[src/sv/rse_pkg.sv]
`timescale 1ns / 1ps
`default_nettype none
// ----------------------------------------------------------------------------
// rse_pkg - shared types and constants of the rpn stack evaluator
// operation codes, status codes, word structs and sequencer states
// ----------------------------------------------------------------------------
package rse_pkg;

	localparam int STACK_DEPTH = 16;
	localparam int DATA_WIDTH  = 32;
	localparam int ADDR_W      = $clog2(STACK_DEPTH);
	localparam int CNT_W       = $clog2(STACK_DEPTH + 1);
	localparam int OP_W        = 5;
	localparam int DIV_CNT_W   = $clog2(DATA_WIDTH);

	// operation codes
	localparam logic [OP_W-1:0] OP_PUSH    = OP_W'(0);
	localparam logic [OP_W-1:0] OP_PLUS    = OP_W'(1);
	localparam logic [OP_W-1:0] OP_MINUS   = OP_W'(2);
	localparam logic [OP_W-1:0] OP_MULT    = OP_W'(3);
	localparam logic [OP_W-1:0] OP_DIV     = OP_W'(4);
	localparam logic [OP_W-1:0] OP_MOD     = OP_W'(5);
	localparam logic [OP_W-1:0] OP_LESS    = OP_W'(6);
	localparam logic [OP_W-1:0] OP_GREATER = OP_W'(7);
	localparam logic [OP_W-1:0] OP_EQUAL   = OP_W'(8);
	localparam logic [OP_W-1:0] OP_AND     = OP_W'(9);
	localparam logic [OP_W-1:0] OP_OR      = OP_W'(10);
	localparam logic [OP_W-1:0] OP_NOT     = OP_W'(11);
	localparam logic [OP_W-1:0] OP_NEG     = OP_W'(12);
	localparam logic [OP_W-1:0] OP_MAX     = OP_W'(13);
	localparam logic [OP_W-1:0] OP_MIN     = OP_W'(14);
	localparam logic [OP_W-1:0] OP_TRIPLE  = OP_W'(15);
	localparam logic [OP_W-1:0] OP_NUMPERC = OP_W'(16);
	localparam logic [OP_W-1:0] OP_PRINT   = OP_W'(17);

	// status codes
	localparam logic [1:0] ST_OK    = 2'd0;
	localparam logic [1:0] ST_UNDER = 2'd1;
	localparam logic [1:0] ST_OVER  = 2'd2;
	localparam logic [1:0] ST_DIVZ  = 2'd3;

	// divisor of the percent operation
	localparam logic [DATA_WIDTH-1:0] PERC_DIVISOR = DATA_WIDTH'(100);

	typedef struct packed {
		logic [OP_W-1:0]              op;
		logic signed [DATA_WIDTH-1:0] imm_value;
	} cmd_t;

	typedef struct packed {
		logic [1:0]                   status;
		logic signed [DATA_WIDTH-1:0] top_value;
		logic [CNT_W-1:0]             stack_count;
		logic                         print_valid;
		logic signed [DATA_WIDTH-1:0] print_value;
	} res_t;

	typedef enum logic [3:0] {
		S_IDLE,
		S_DECODE,
		S_RD_T,
		S_RD_N,
		S_DIV,
		S_FIX,
		S_MUL,
		S_WRITE,
		S_TOPW,
		S_DONE
	} state_t;

endpackage
`default_nettype wire

[src/sv/rpn_stack_evaluator.sv]
`timescale 1ns / 1ps
`default_nettype none
// ----------------------------------------------------------------------------
// rpn_stack_evaluator - integer rpn stack evaluator
// takes one instruction word, applies it to a 16-entry stack, returns one
// result word with status, top of stack, entry count and printed value
// ----------------------------------------------------------------------------
// each accepted instruction gives exactly one result word. the block works
// on one instruction at a time: cmd_ready is high only while the sequencer
// is idle. div, mod and numperc take longest, as they run through the
// radix-2 restoring divider, which retires one quotient bit per cycle. the
// stack lives in a small ram with one registered read port, so the top and
// next entries are fetched in successive cycles. a finished result sits in
// an output register, and the next instruction is taken while it waits; a
// new result stalls only if the previous one has still not been taken.
// underflow, overflow and divide by zero are reported in status and leave
// the stack unchanged. unknown op codes do nothing and report ok.
// ----------------------------------------------------------------------------
module rpn_stack_evaluator (
	input  wire logic          clk,
	input  wire logic          arst_n,
	input  wire logic          cmd_valid,
	output logic               cmd_ready,
	input  wire rse_pkg::cmd_t cmd,
	output logic               res_valid,
	input  wire logic          res_ready,
	output rse_pkg::res_t      res
);

	import rse_pkg::*;

	localparam int W = DATA_WIDTH;
	localparam logic [DIV_CNT_W-1:0] DIV_LAST = DIV_CNT_W'(DATA_WIDTH - 1);
	localparam logic [CNT_W-1:0]     FULL     = CNT_W'(STACK_DEPTH);

	// sequencer state
	state_t state_q, state_d;

	// latched instruction
	logic [OP_W-1:0] op_q;
	logic [W-1:0]    imm_q;

	// stack pointer (entry count)
	logic [CNT_W-1:0] sp_q;

	// working registers
	logic [W-1:0] t_q;          // top operand
	logic [W-1:0] r_q;          // result of the operation
	logic [W-1:0] top_q;        // top of stack after the step
	logic [1:0]   status_q;
	logic         pv_q;
	logic [W-1:0] pval_q;

	// divider registers
	logic [W-1:0]         dvd_q;    // dividend, shifts into quotient
	logic [W-1:0]         dvs_q;
	logic [W-1:0]         rem_q;
	logic [DIV_CNT_W-1:0] cnt_q;
	logic                 na_q;
	logic                 nb_q;

	// output register
	res_t res_q;
	logic res_valid_q;

	// ram ports
	logic              ram_we;
	logic [ADDR_W-1:0] ram_waddr;
	logic [W-1:0]      ram_wdata;
	logic [ADDR_W-1:0] ram_raddr;
	logic [W-1:0]      ram_rdata;

	// stack addresses around the pointer
	logic [CNT_W-1:0] sp_m1, sp_m2;
	assign sp_m1 = sp_q - CNT_W'(1);
	assign sp_m2 = sp_q - CNT_W'(2);

	// instruction classes
	logic is_push, is_unary, is_binary, is_divop;
	assign is_push   = (op_q == OP_PUSH);
	assign is_unary  = (op_q == OP_NOT) || (op_q == OP_NEG) || (op_q == OP_TRIPLE)
		|| (op_q == OP_PRINT);
	assign is_binary = (op_q >= OP_PLUS) && (op_q <= OP_NUMPERC) && !is_unary;
	assign is_divop  = (op_q == OP_DIV) || (op_q == OP_MOD) || (op_q == OP_NUMPERC);

	logic out_free;
	assign out_free = !res_valid_q || res_ready;

	// shared multiplier: product for mult, then quotient times top for numperc
	logic [W-1:0]   mul_a;
	logic [2*W-1:0] mul_prod;
	assign mul_a    = (state_q == S_MUL) ? r_q : ram_rdata;
	assign mul_prod = mul_a * t_q;

	// unary result, top operand straight from the ram
	logic [W-1:0] un_res;
	always_comb begin
		case (op_q)
			OP_NOT:  un_res = {{(W-1){1'b0}}, (ram_rdata == '0)};
			OP_NEG:  un_res = '0 - ram_rdata;
			default: un_res = ram_rdata + {ram_rdata[W-2:0], 1'b0};
		endcase
	end

	// binary result, next operand straight from the ram
	logic [W-1:0] bin_res;
	logic         n_lt_t, t_lt_n;
	assign n_lt_t = $signed(ram_rdata) < $signed(t_q);
	assign t_lt_n = $signed(t_q) < $signed(ram_rdata);
	always_comb begin
		case (op_q)
			OP_PLUS:    bin_res = ram_rdata + t_q;
			OP_MINUS:   bin_res = ram_rdata - t_q;
			OP_MULT:    bin_res = mul_prod[W-1:0];
			OP_LESS:    bin_res = {{(W-1){1'b0}}, n_lt_t};
			OP_GREATER: bin_res = {{(W-1){1'b0}}, t_lt_n};
			OP_EQUAL:   bin_res = {{(W-1){1'b0}}, (ram_rdata == t_q)};
			OP_AND:     bin_res = {{(W-1){1'b0}}, (ram_rdata != '0) && (t_q != '0)};
			OP_OR:      bin_res = {{(W-1){1'b0}}, (ram_rdata != '0) || (t_q != '0)};
			OP_MAX:     bin_res = n_lt_t ? t_q : ram_rdata;
			OP_MIN:     bin_res = t_lt_n ? t_q : ram_rdata;
			default:    bin_res = '0;
		endcase
	end

	// one restoring step of the divider
	logic [W:0] trial;
	logic       q_bit;
	assign trial = {rem_q, dvd_q[W-1]} - {1'b0, dvs_q};
	assign q_bit = !trial[W];

	// sign fix of quotient and remainder
	logic [W-1:0] q_fix, r_fix;
	assign q_fix = (na_q ^ nb_q) ? ('0 - dvd_q) : dvd_q;
	assign r_fix = na_q ? ('0 - rem_q) : rem_q;

	// divide by zero seen when the next operand arrives
	logic div_zero;
	assign div_zero = ((op_q == OP_DIV) || (op_q == OP_MOD)) && (t_q == '0);

	// next state
	always_comb begin
		state_d = state_q;
		case (state_q)
			S_IDLE: begin
				if (cmd_valid) state_d = S_DECODE;
			end
			S_DECODE: begin
				if (is_push && sp_q < FULL) state_d = S_DONE;
				else if (is_unary && sp_q >= CNT_W'(1)) state_d = S_RD_T;
				else if (is_binary && sp_q >= CNT_W'(2)) state_d = S_RD_T;
				else state_d = S_TOPW;
			end
			S_RD_T: begin
				if (op_q == OP_PRINT) state_d = S_TOPW;
				else if (is_unary) state_d = S_DONE;
				else state_d = S_RD_N;
			end
			S_RD_N: begin
				if (div_zero) state_d = S_DONE;
				else if (is_divop) state_d = S_DIV;
				else state_d = S_WRITE;
			end
			S_DIV: begin
				if (cnt_q == DIV_LAST) state_d = S_FIX;
			end
			S_FIX: begin
				state_d = (op_q == OP_NUMPERC) ? S_MUL : S_WRITE;
			end
			S_MUL:   state_d = S_WRITE;
			S_WRITE: state_d = S_DONE;
			S_TOPW:  state_d = S_DONE;
			S_DONE: begin
				if (out_free) state_d = S_IDLE;
			end
			default: state_d = S_IDLE;
		endcase
	end

	// sequencer outputs
	always_comb begin
		cmd_ready = 1'b0;
		ram_we    = 1'b0;
		ram_waddr = sp_q[ADDR_W-1:0];
		ram_wdata = imm_q;
		ram_raddr = sp_m1[ADDR_W-1:0];
		case (state_q)
			S_IDLE: cmd_ready = 1'b1;
			S_DECODE: begin
				// read the top while the class is checked
				ram_raddr = sp_m1[ADDR_W-1:0];
				if (is_push && sp_q < FULL) begin
					ram_we    = 1'b1;
					ram_waddr = sp_q[ADDR_W-1:0];
					ram_wdata = imm_q;
				end
			end
			S_RD_T: begin
				ram_raddr = sp_m2[ADDR_W-1:0];
				if (is_unary && op_q != OP_PRINT) begin
					ram_we    = 1'b1;
					ram_waddr = sp_m1[ADDR_W-1:0];
					ram_wdata = un_res;
				end
			end
			S_WRITE: begin
				ram_we    = 1'b1;
				ram_waddr = sp_m2[ADDR_W-1:0];
				ram_wdata = r_q;
			end
			default: begin
				ram_we = 1'b0;
			end
		endcase
	end

	always_ff @(posedge clk or negedge arst_n) begin
		if (!arst_n) begin
			state_q <= S_IDLE;
		end else begin
			state_q <= state_d;
		end
	end

	// stack pointer
	always_ff @(posedge clk or negedge arst_n) begin
		if (!arst_n) begin
			sp_q <= '0;
		end else begin
			case (state_q)
				S_DECODE: begin
					if (is_push && sp_q < FULL) sp_q <= sp_q + CNT_W'(1);
				end
				S_RD_T: begin
					if (op_q == OP_PRINT) sp_q <= sp_m1;
				end
				S_WRITE: sp_q <= sp_m1;
				default: sp_q <= sp_q;
			endcase
		end
	end

	// datapath
	always_ff @(posedge clk) begin
		case (state_q)
			S_IDLE: begin
				if (cmd_valid) begin
					op_q  <= cmd.op;
					imm_q <= cmd.imm_value;
				end
			end
			S_DECODE: begin
				pv_q     <= 1'b0;
				pval_q   <= '0;
				top_q    <= imm_q;
				if (is_push && sp_q >= FULL) status_q <= ST_OVER;
				else if (is_unary && sp_q < CNT_W'(1)) status_q <= ST_UNDER;
				else if (is_binary && sp_q < CNT_W'(2)) status_q <= ST_UNDER;
				else status_q <= ST_OK;
			end
			S_RD_T: begin
				t_q   <= ram_rdata;
				top_q <= un_res;
				if (op_q == OP_PRINT) begin
					pv_q   <= 1'b1;
					pval_q <= ram_rdata;
				end
			end
			S_RD_N: begin
				r_q   <= bin_res;
				top_q <= t_q;
				if (div_zero) status_q <= ST_DIVZ;
				// load the divider with magnitudes
				na_q  <= ram_rdata[W-1];
				dvd_q <= ram_rdata[W-1] ? ('0 - ram_rdata) : ram_rdata;
				rem_q <= '0;
				cnt_q <= '0;
				if (op_q == OP_NUMPERC) begin
					nb_q  <= 1'b0;
					dvs_q <= PERC_DIVISOR;
				end else begin
					nb_q  <= t_q[W-1];
					dvs_q <= t_q[W-1] ? ('0 - t_q) : t_q;
				end
			end
			S_DIV: begin
				rem_q <= q_bit ? trial[W-1:0] : {rem_q[W-2:0], dvd_q[W-1]};
				dvd_q <= {dvd_q[W-2:0], q_bit};
				cnt_q <= cnt_q + DIV_CNT_W'(1);
			end
			S_FIX: begin
				r_q <= (op_q == OP_MOD) ? r_fix : q_fix;
			end
			S_MUL: begin
				r_q <= mul_prod[W-1:0];
			end
			S_WRITE: begin
				top_q <= r_q;
			end
			S_TOPW: begin
				// new top after print, or unchanged top after a flagged step or an unknown code
				top_q <= (sp_q != '0) ? ram_rdata : '0;
			end
			default: begin
				top_q <= top_q;
			end
		endcase
	end

	// output register
	always_ff @(posedge clk or negedge arst_n) begin
		if (!arst_n) begin
			res_valid_q <= 1'b0;
		end else if (state_q == S_DONE && out_free) begin
			res_valid_q <= 1'b1;
		end else if (res_ready) begin
			res_valid_q <= 1'b0;
		end
	end

	always_ff @(posedge clk) begin
		if (state_q == S_DONE && out_free) begin
			res_q.status      <= status_q;
			res_q.top_value   <= top_q;
			res_q.stack_count <= sp_q;
			res_q.print_valid <= pv_q;
			res_q.print_value <= pval_q;
		end
	end

	assign res_valid = res_valid_q;
	assign res       = res_q;

	rse_ram #(
		.WIDTH (DATA_WIDTH),
		.DEPTH (STACK_DEPTH)
	) u_stack (
		.clk   (clk),
		.we    (ram_we),
		.waddr (ram_waddr),
		.wdata (ram_wdata),
		.raddr (ram_raddr),
		.rdata (ram_rdata)
	);

endmodule
`default_nettype wire

[src/sv/rse_ram.sv]
`timescale 1ns / 1ps
`default_nettype none
// ----------------------------------------------------------------------------
// rse_ram - generic simple dual-port ram
// one write port, one read port with registered read data
// ----------------------------------------------------------------------------
module rse_ram #(
	parameter int WIDTH = 32,
	parameter int DEPTH = 16
) (
	input  wire logic                     clk,
	input  wire logic                     we,
	input  wire logic [$clog2(DEPTH)-1:0] waddr,
	input  wire logic [WIDTH-1:0]         wdata,
	input  wire logic [$clog2(DEPTH)-1:0] raddr,
	output logic [WIDTH-1:0]              rdata
);

	logic [WIDTH-1:0] mem_q [DEPTH];

	always_ff @(posedge clk) begin
		if (we) begin
			mem_q[waddr] <= wdata;
		end
		rdata <= mem_q[raddr];
	end

endmodule
`default_nettype wire

[config.mk]
export PLATFORM = sky130hd
export DESIGN_NAME = rpn_stack_evaluator
export DESIGN_NICKNAME = d
export VERILOG_FILES = /design/src/sv/rse_pkg.sv /design/src/sv/rpn_stack_evaluator.sv /design/src/sv/rse_ram.sv
export SDC_FILE = /design/constraint.sdc
export NUM_CORES = 2
export LEC_CHECK = 0
export ABC_AREA = 1
export BUFFER_PORTS_ARGS = -buffer_cell sky130_fd_sc_hd__buf_4
export CORE_MARGIN = 3
export CORE_UTILIZATION = 59
export DETAILED_ROUTE_END_ITERATION = 12
export PLACE_DENSITY_LB_ADDON = 0.08
export SETUP_SLACK_MARGIN = 0.02
export SYNTH_ARGS = -nofsm -noshare
export SYNTH_HDL_FRONTEND = slang
export SYNTH_SLANG_ARGS = --single-unit
export TNS_END_PERCENT = 50
[constraint.sdc]
create_clock -name clk -period 6.9 [get_ports clk]
set_input_delay 1.035 -clock clk [delete_from_list [all_inputs] [get_ports clk]]
set_output_delay 1.035 -clock clk [all_outputs]
set_load 0.01 [all_outputs]
# After elaboration in Yosys (flattened, before gate mapping)
# Memories as Yosys holds them, arrays and structs flattened. A register that Yosys moved wholly into a read port is not among the register bits.
# Cells that the tools add are included.
word_totals:
  ff_bits: 353
  latchBits: 0
  ramBits: 512
  romBits: 0
  input_bits: 41
  output_inout_bits: 74
  elab_cells: 181
  mem_count: 1
memory_table:
  columns: ["memory", "words", "width", "rd", "rd_clocked_by_memory_dff", "write_ports", "line_no", "source"]
  rows:
  - ["u_stack.mem_q", 16, 32, 1, 1, 1, "rse_ram.sv:19", "logic [WIDTH-1:0] mem_q [DEPTH];"]
op_classes:
  addsub: 12
  n_mul: 1
  div: 0
  n_lt_le_gt_ge: 10
  n_eq_ne: 35
  shift: 0
  n_mux: 54
  bitwise: 2
  n_reduce_logical: 43
op_table:
  columns: ["cell", "count"]
  rows:
  - ["2-to-1 mux 32 bit", 11]
  - ["case mux 32 bit (10 select lines)", 1]
  - ["case mux 32 bit (2 select lines)", 5]
  - ["case mux 32 bit (5 select lines)", 1]
  - ["subtractor 1 x 32 -> 32 bit, first input constant", 4]
  - ["case mux 32 bit (3 select lines)", 1]
  - ["adder 32 bit", 2]
  - ["logical NOT 32 bit", 2]
  - ["less-than comparator 32 bit", 2]
  - ["nonzero test 32 bit", 2]
  - ["2-to-1 mux 4 bit", 11]
  - ["equality test 5 x 4 -> 1 bit, second input constant", 8]
  - ["case mux 4 bit (9 select lines)", 1]
  - ["subtractor 33 x 32 -> 33 bit", 1]
  - ["equality test 32 bit", 1]
  - ["multiplier 32 x 32 -> 32 bit", 1]
  - ["subtractor 32 bit", 1]
  - ["2-to-1 mux 31 bit", 1]
  - ["equality test 5 x 3 -> 1 bit, second input constant", 4]
  - ["equality test 4 x 3 -> 1 bit, second input constant", 4]
  - ["equality test 5 bit, second input constant", 3]
  - ["case mux 5 bit (3 select lines)", 1]
  - ["logical AND 1 bit", 12]
  - ["!= test 2 bit, second input constant", 6]
  - ["other kinds (36)", 71]

# Longest topological paths before layout
depth:
  depth_word: 11
  depth_mapped: 41
  depth_no_buf: 39

# Hierarchy
# A second synthesis with hierarchy kept.
hier_totals:
  cells_unflattened: 8048
  area_unflattened_um2: 67552.3
modules_own_cells:
  columns: ["module", "instances", "cells_each", "area_each_um2"]
  rows:
  - ["rpn_stack_evaluator", 1, 5926, 44806.7]
  - ["rse_ram", 1, 2122, 22745.6]

# Least setup slack after synthesis
# No wires, ideal clock.
synth_path:
  kind: "register -> register"
  startpoint: "register state_q[0]"
  endpoint: "register r_q[28] (data pin)"
  setup_ns: 0.256
  arrival_time_ns: 7.194
  path_slack_ns: -0.550
  path_stages_with_launch: 34
  n_path_buf: 4
  synth_period_minus_slack_ns: 7.450
  path_cell_list: "dfrtp_1 > nor2_4 > nand2_2 > buf_6 > buf_6 > o21ai_1 > clkbuf_1 > inv_1 > clkbuf_1 > nor2_1 > fa_1 > fa_1 > inv_1 > fa_1 > inv_1 > fa_1 > fa_1 > fa_1 > fa_1 > fa_1 > ha_1 > a21oi_1 > nor2_1 > a211oi_1 > inv_1 > a21oi_1 > nand3_1 > nand2_1 > nand2_1 > xor2_1 > nand2_1 > nand3_1 > o21ai_1 > nand2_1"
synth_between:
  elab_chain_len: 5
  elab_cells_between_ends: 7
  cone_classes: "1 x mul; 3 x eq/ne; 3 x mux"
synth_rtl:
  columns: ["element", "line_no", "source"]
  rows:
  - ["start: declaration", "rpn_stack_evaluator.sv:37", "state_t state_q, state_d;"]
  - ["start signal: assignment", "rpn_stack_evaluator.sv:221", "state_q <= state_d;"]
  - ["equality test 4 x 3 -> 1 bit", "rpn_stack_evaluator.sv:92, rpn_stack_evaluator.sv:245", null]
  - ["2-to-1 mux 32 bit", "rpn_stack_evaluator.sv:92", "assign mul_a = (state_q == S_MUL) ? r_q : ram_rdata;"]
  - ["multiplier 32 x 32 -> 32 bit", "rpn_stack_evaluator.sv:93", "assign mul_prod = mul_a * t_q;"]
  - ["case mux 32 bit (10 select lines)", "rpn_stack_evaluator.sv:111", "case (op_q)"]
  - ["case mux 32 bit (3 select lines) (*)", "rpn_stack_evaluator.sv:245", "case (state_q)"]
  - ["end signal: assignment", "rpn_stack_evaluator.sv:270", "r_q <= bin_res;"]
  - ["end signal: assignment", "rpn_stack_evaluator.sv:292", "r_q <= (op_q == OP_MOD) ? r_fix : q_fix;"]
  - ["end signal: assignment", "rpn_stack_evaluator.sv:295", "r_q <= mul_prod[W-1:0];"]
  - ["end: declaration", "rpn_stack_evaluator.sv:48", "logic [W-1:0] r_q;"]
# Mark *: on every way between the ends. The rest lies on a longest branch, timed or not.
# A chain may end at the register's enable or synchronous reset.

# Worst setup path after layout
layout_path:
  startpoint: "register state_q[1]"
  endpoint: "register r_q[16] (data pin)"
# The elaborated chain is that of the path after synthesis.

==> impl_metrics.json <==
{
  "outcome": "finished, violations left",
  "violations": "capacitance limit, slew limit, setup timing",
  "required_ns": 7.36,
  "syn_area_per_cell_um2": 9.04,
  "hold_class": "primary input to asynchronous set/reset pin",
  "drc": 0,
  "wl_um": 279000,
  "fin_crit_sh": 1.11,
  "grt_pass1_vias": 57619,
  "wl_per_cell_um": 30.7,
  "setup_tns_ns": -11.74,
  "grt_overflow": 0,
  "core_um2": 108000,
  "syn_area_um2": 64800,
  "area_growth_pct": 15.8,
  "fin_ws_ns": -0.726,
  "final_cells": 9101,
  "drtPass1Iterations": 9,
  "fin_crit_ns": 7.63,
  "synth_nets": 7948,
  "rows": 120,
  "yosys.area.top_type": "edfxtp_1",
  "die_area_um2": 114000,
  "insertion_delay_ns": 0.73,
  "reg2reg_setup_slack_ns": -0.73,
  "htreeDepth": 3,
  "drv_slew": 2,
  "rsz0062_at_grt": "true",
  "tightest_slew_ns": 1.71,
  "cp_slowest_cell": "fa_1",
  "start_util": 0.600,
  "path_max_fanout": 16,
  "path_class": "register to register",
  "hold_violations": 0,
  "worst-endpoint-arrival_ns": 8.09,
  "io_buffer_count": 114,
  "maxCapViolCount": 1,
  "synth_most_common_cell": "nand2_1",
  "cpPeakStageDelay_ns": 0.52,
  "cp-start-kind": "register",
  "die_y_um": 337,
  "ys.flop_type": "edfxtp_1",
  "io_pins": 115,
  "track_usage": 0.484,
  "antenna_found_initial": 21,
  "path_clk_slew_ns": 0.07,
  "cp-end-kind": "register",
  "grt_first_pass_wirelength_um": 392000,
  "grt_max_degree": 172,
  "hpwl_um": 206000,
  "skew_ns": 0.0760,
  "cts-root-buf": "clkbuf_16",
  "synthCells": 7171,
  "synth_warnings": 0,
  "die_w_um": 337,
  "drt_iter0_drc": 9068,
  "globalplace.congestion": 1.13,
  "synth.distinct_cells": 75,
  "max_freq_mhz": 131,
  "synth_seq_cells": 897,
  "vias": 59837,
  "cts.sinks": 897,
  "final-setup-viol-count": 21,
  "cts_buffers": 90,
  "dp.cells": 8892,
  "postSynth.asyncResetShare": 0.0111,
  "vias_per_cell": 6.57,
  "synth_seq_area_share": 0.410,
  "cts_tree": "done",
  "cts-hold-fix-buffers": 0,
  "slew_headroom": -0.150,
  "clock_path_buffers": 3,
  "synth_enable_flop_cells": 855,
  "ant_nets": 0,
  "synth_common_cells": "nand2_1, nor2_1, inv_1",
  "synth_top_area_share": 0.396,
  "ys_top_cells_by_area": "edfxtp_1, fa_1, nand2_1",
  "drive_gt1_frac": 0.145,
  "fin_nets": 8387
}
worst max-delay path: cells and delay by family, from the launching register on:
kind / cells / cell delay, ns
buffers and inverters: 10 / 1.16
AOI/OAI and AO/OA: 4 / 0.72
DFF: 1 / 0.37
adders and majority gates: 9 / 3.80
and+or+nand+nor: 12 / 1.31
cell usage in the layout, fill, tap and decap left out, types with 91 or more instances in the layout:
cell type,synthesis,routed
ha_1,324,303
o21ai_0,586,574
buf_4,24,618
a21oi_1,324,305
fa_1,412,397
nand3_1,337,326
nor3_1,94,91
nand2_1,1132,1102
nor2_1,1026,977
edfxtp_1,855,855
inv_1,872,847
flip-flops by register name (all words and copies together) (netlist names), 2 cells and up:
signal	flops
cnt_q	5
dvd_q	32
dvs_q	32
imm_q	32
op_q	5
pval_q	32
r_q	32
rem_q	32
res	72
sp_q	5
state_q	4
status_q	2
t_q	32
top_q	32
u_stack.mem_q	512
u_stack.rdata	32
final timing paths:
| kind | to | cells after the start | from |
|---|---|---|---|
| max in group asynchronous | sp_q[4] | 1 | arst_n |
| hold / removal | state_q[3] | 1 | arst_n |
| setup reg to reg | r_q[16] | 35 | state_q[1] |
| setup / recovery | r_q[16] | 35 | state_q[1] |
| min in group clk | res[29] | 0 | pval_q[29] |
| hold reg to reg | res[29] | 0 | pval_q[29] |
logic make-up after synthesis:
| kind of cell | Yosys count | share of synthesized area |
|---|---|---|
| DFF | 897 | 0.410 |
| muxes | 64 | 0.00988 |
| xor gates and xnor gates | 124 | 0.0176 |
| adders and majority gates | 736 | 0.190 |
| and+or+nand+nor | 2747 | 0.175 |
| buffers and inverters | 1258 | 0.0762 |
| AOI/OAI and AO/OA | 1345 | 0.122 |
routing by layer:
layer / vias to the layer above / track usage / wire length, um
li1: 24970 / - / -
met1: 28456 / 0.596 / 96400
met2: 5109 / 0.709 / 117000
met3: 1282 / 0.173 / 40200
met4: 20 / 0.346 / 25100
met5: - / 0 / 147
area by class of cell:
cell class	instances	area (um^2)
Inverter	926	3520
Fill cell	8053	33000
Antenna cell	11	27.5
Clock buffer	118	2420
Sequential cell	897	26600
Timing Repair Buffer	679	5770
Clock inverter	51	632
Multi-Input combinational cell	5016	34400
Tap cell	1403	1760
metrics by stage:
| step | worst slack, ns | hold slack [ns] | area, um^2 | util |
|---|---|---|---|---|
| after floorplan | -0.0892 | 0.400 | 65100 | - |
| after global placement | -0.841 | 0.404 | 71000 | 0.656 |
| after detailed placement | -0.943 | 0.405 | 71000 | 0.656 |
| after CTS | -0.636 | 0.161 | 74700 | 0.691 |
| after global routing | -0.995 | 0.175 | 75000 | 0.694 |
| final | -0.726 | 0.181 | 75100 | 0.694 |
repair_timing:
item | 4_1_cts | 5_1_grt
cloned | 1 | 0
pin swaps | 36 | 25
resized for setup | 110 | 66
endpoints found under the setup margin | 22 | 23
buffers inserted | 23 | 3
Power is left out: the tool's default activity adds up to more than one toggle a clock period on the data nets, which glitch-free logic cannot reach.
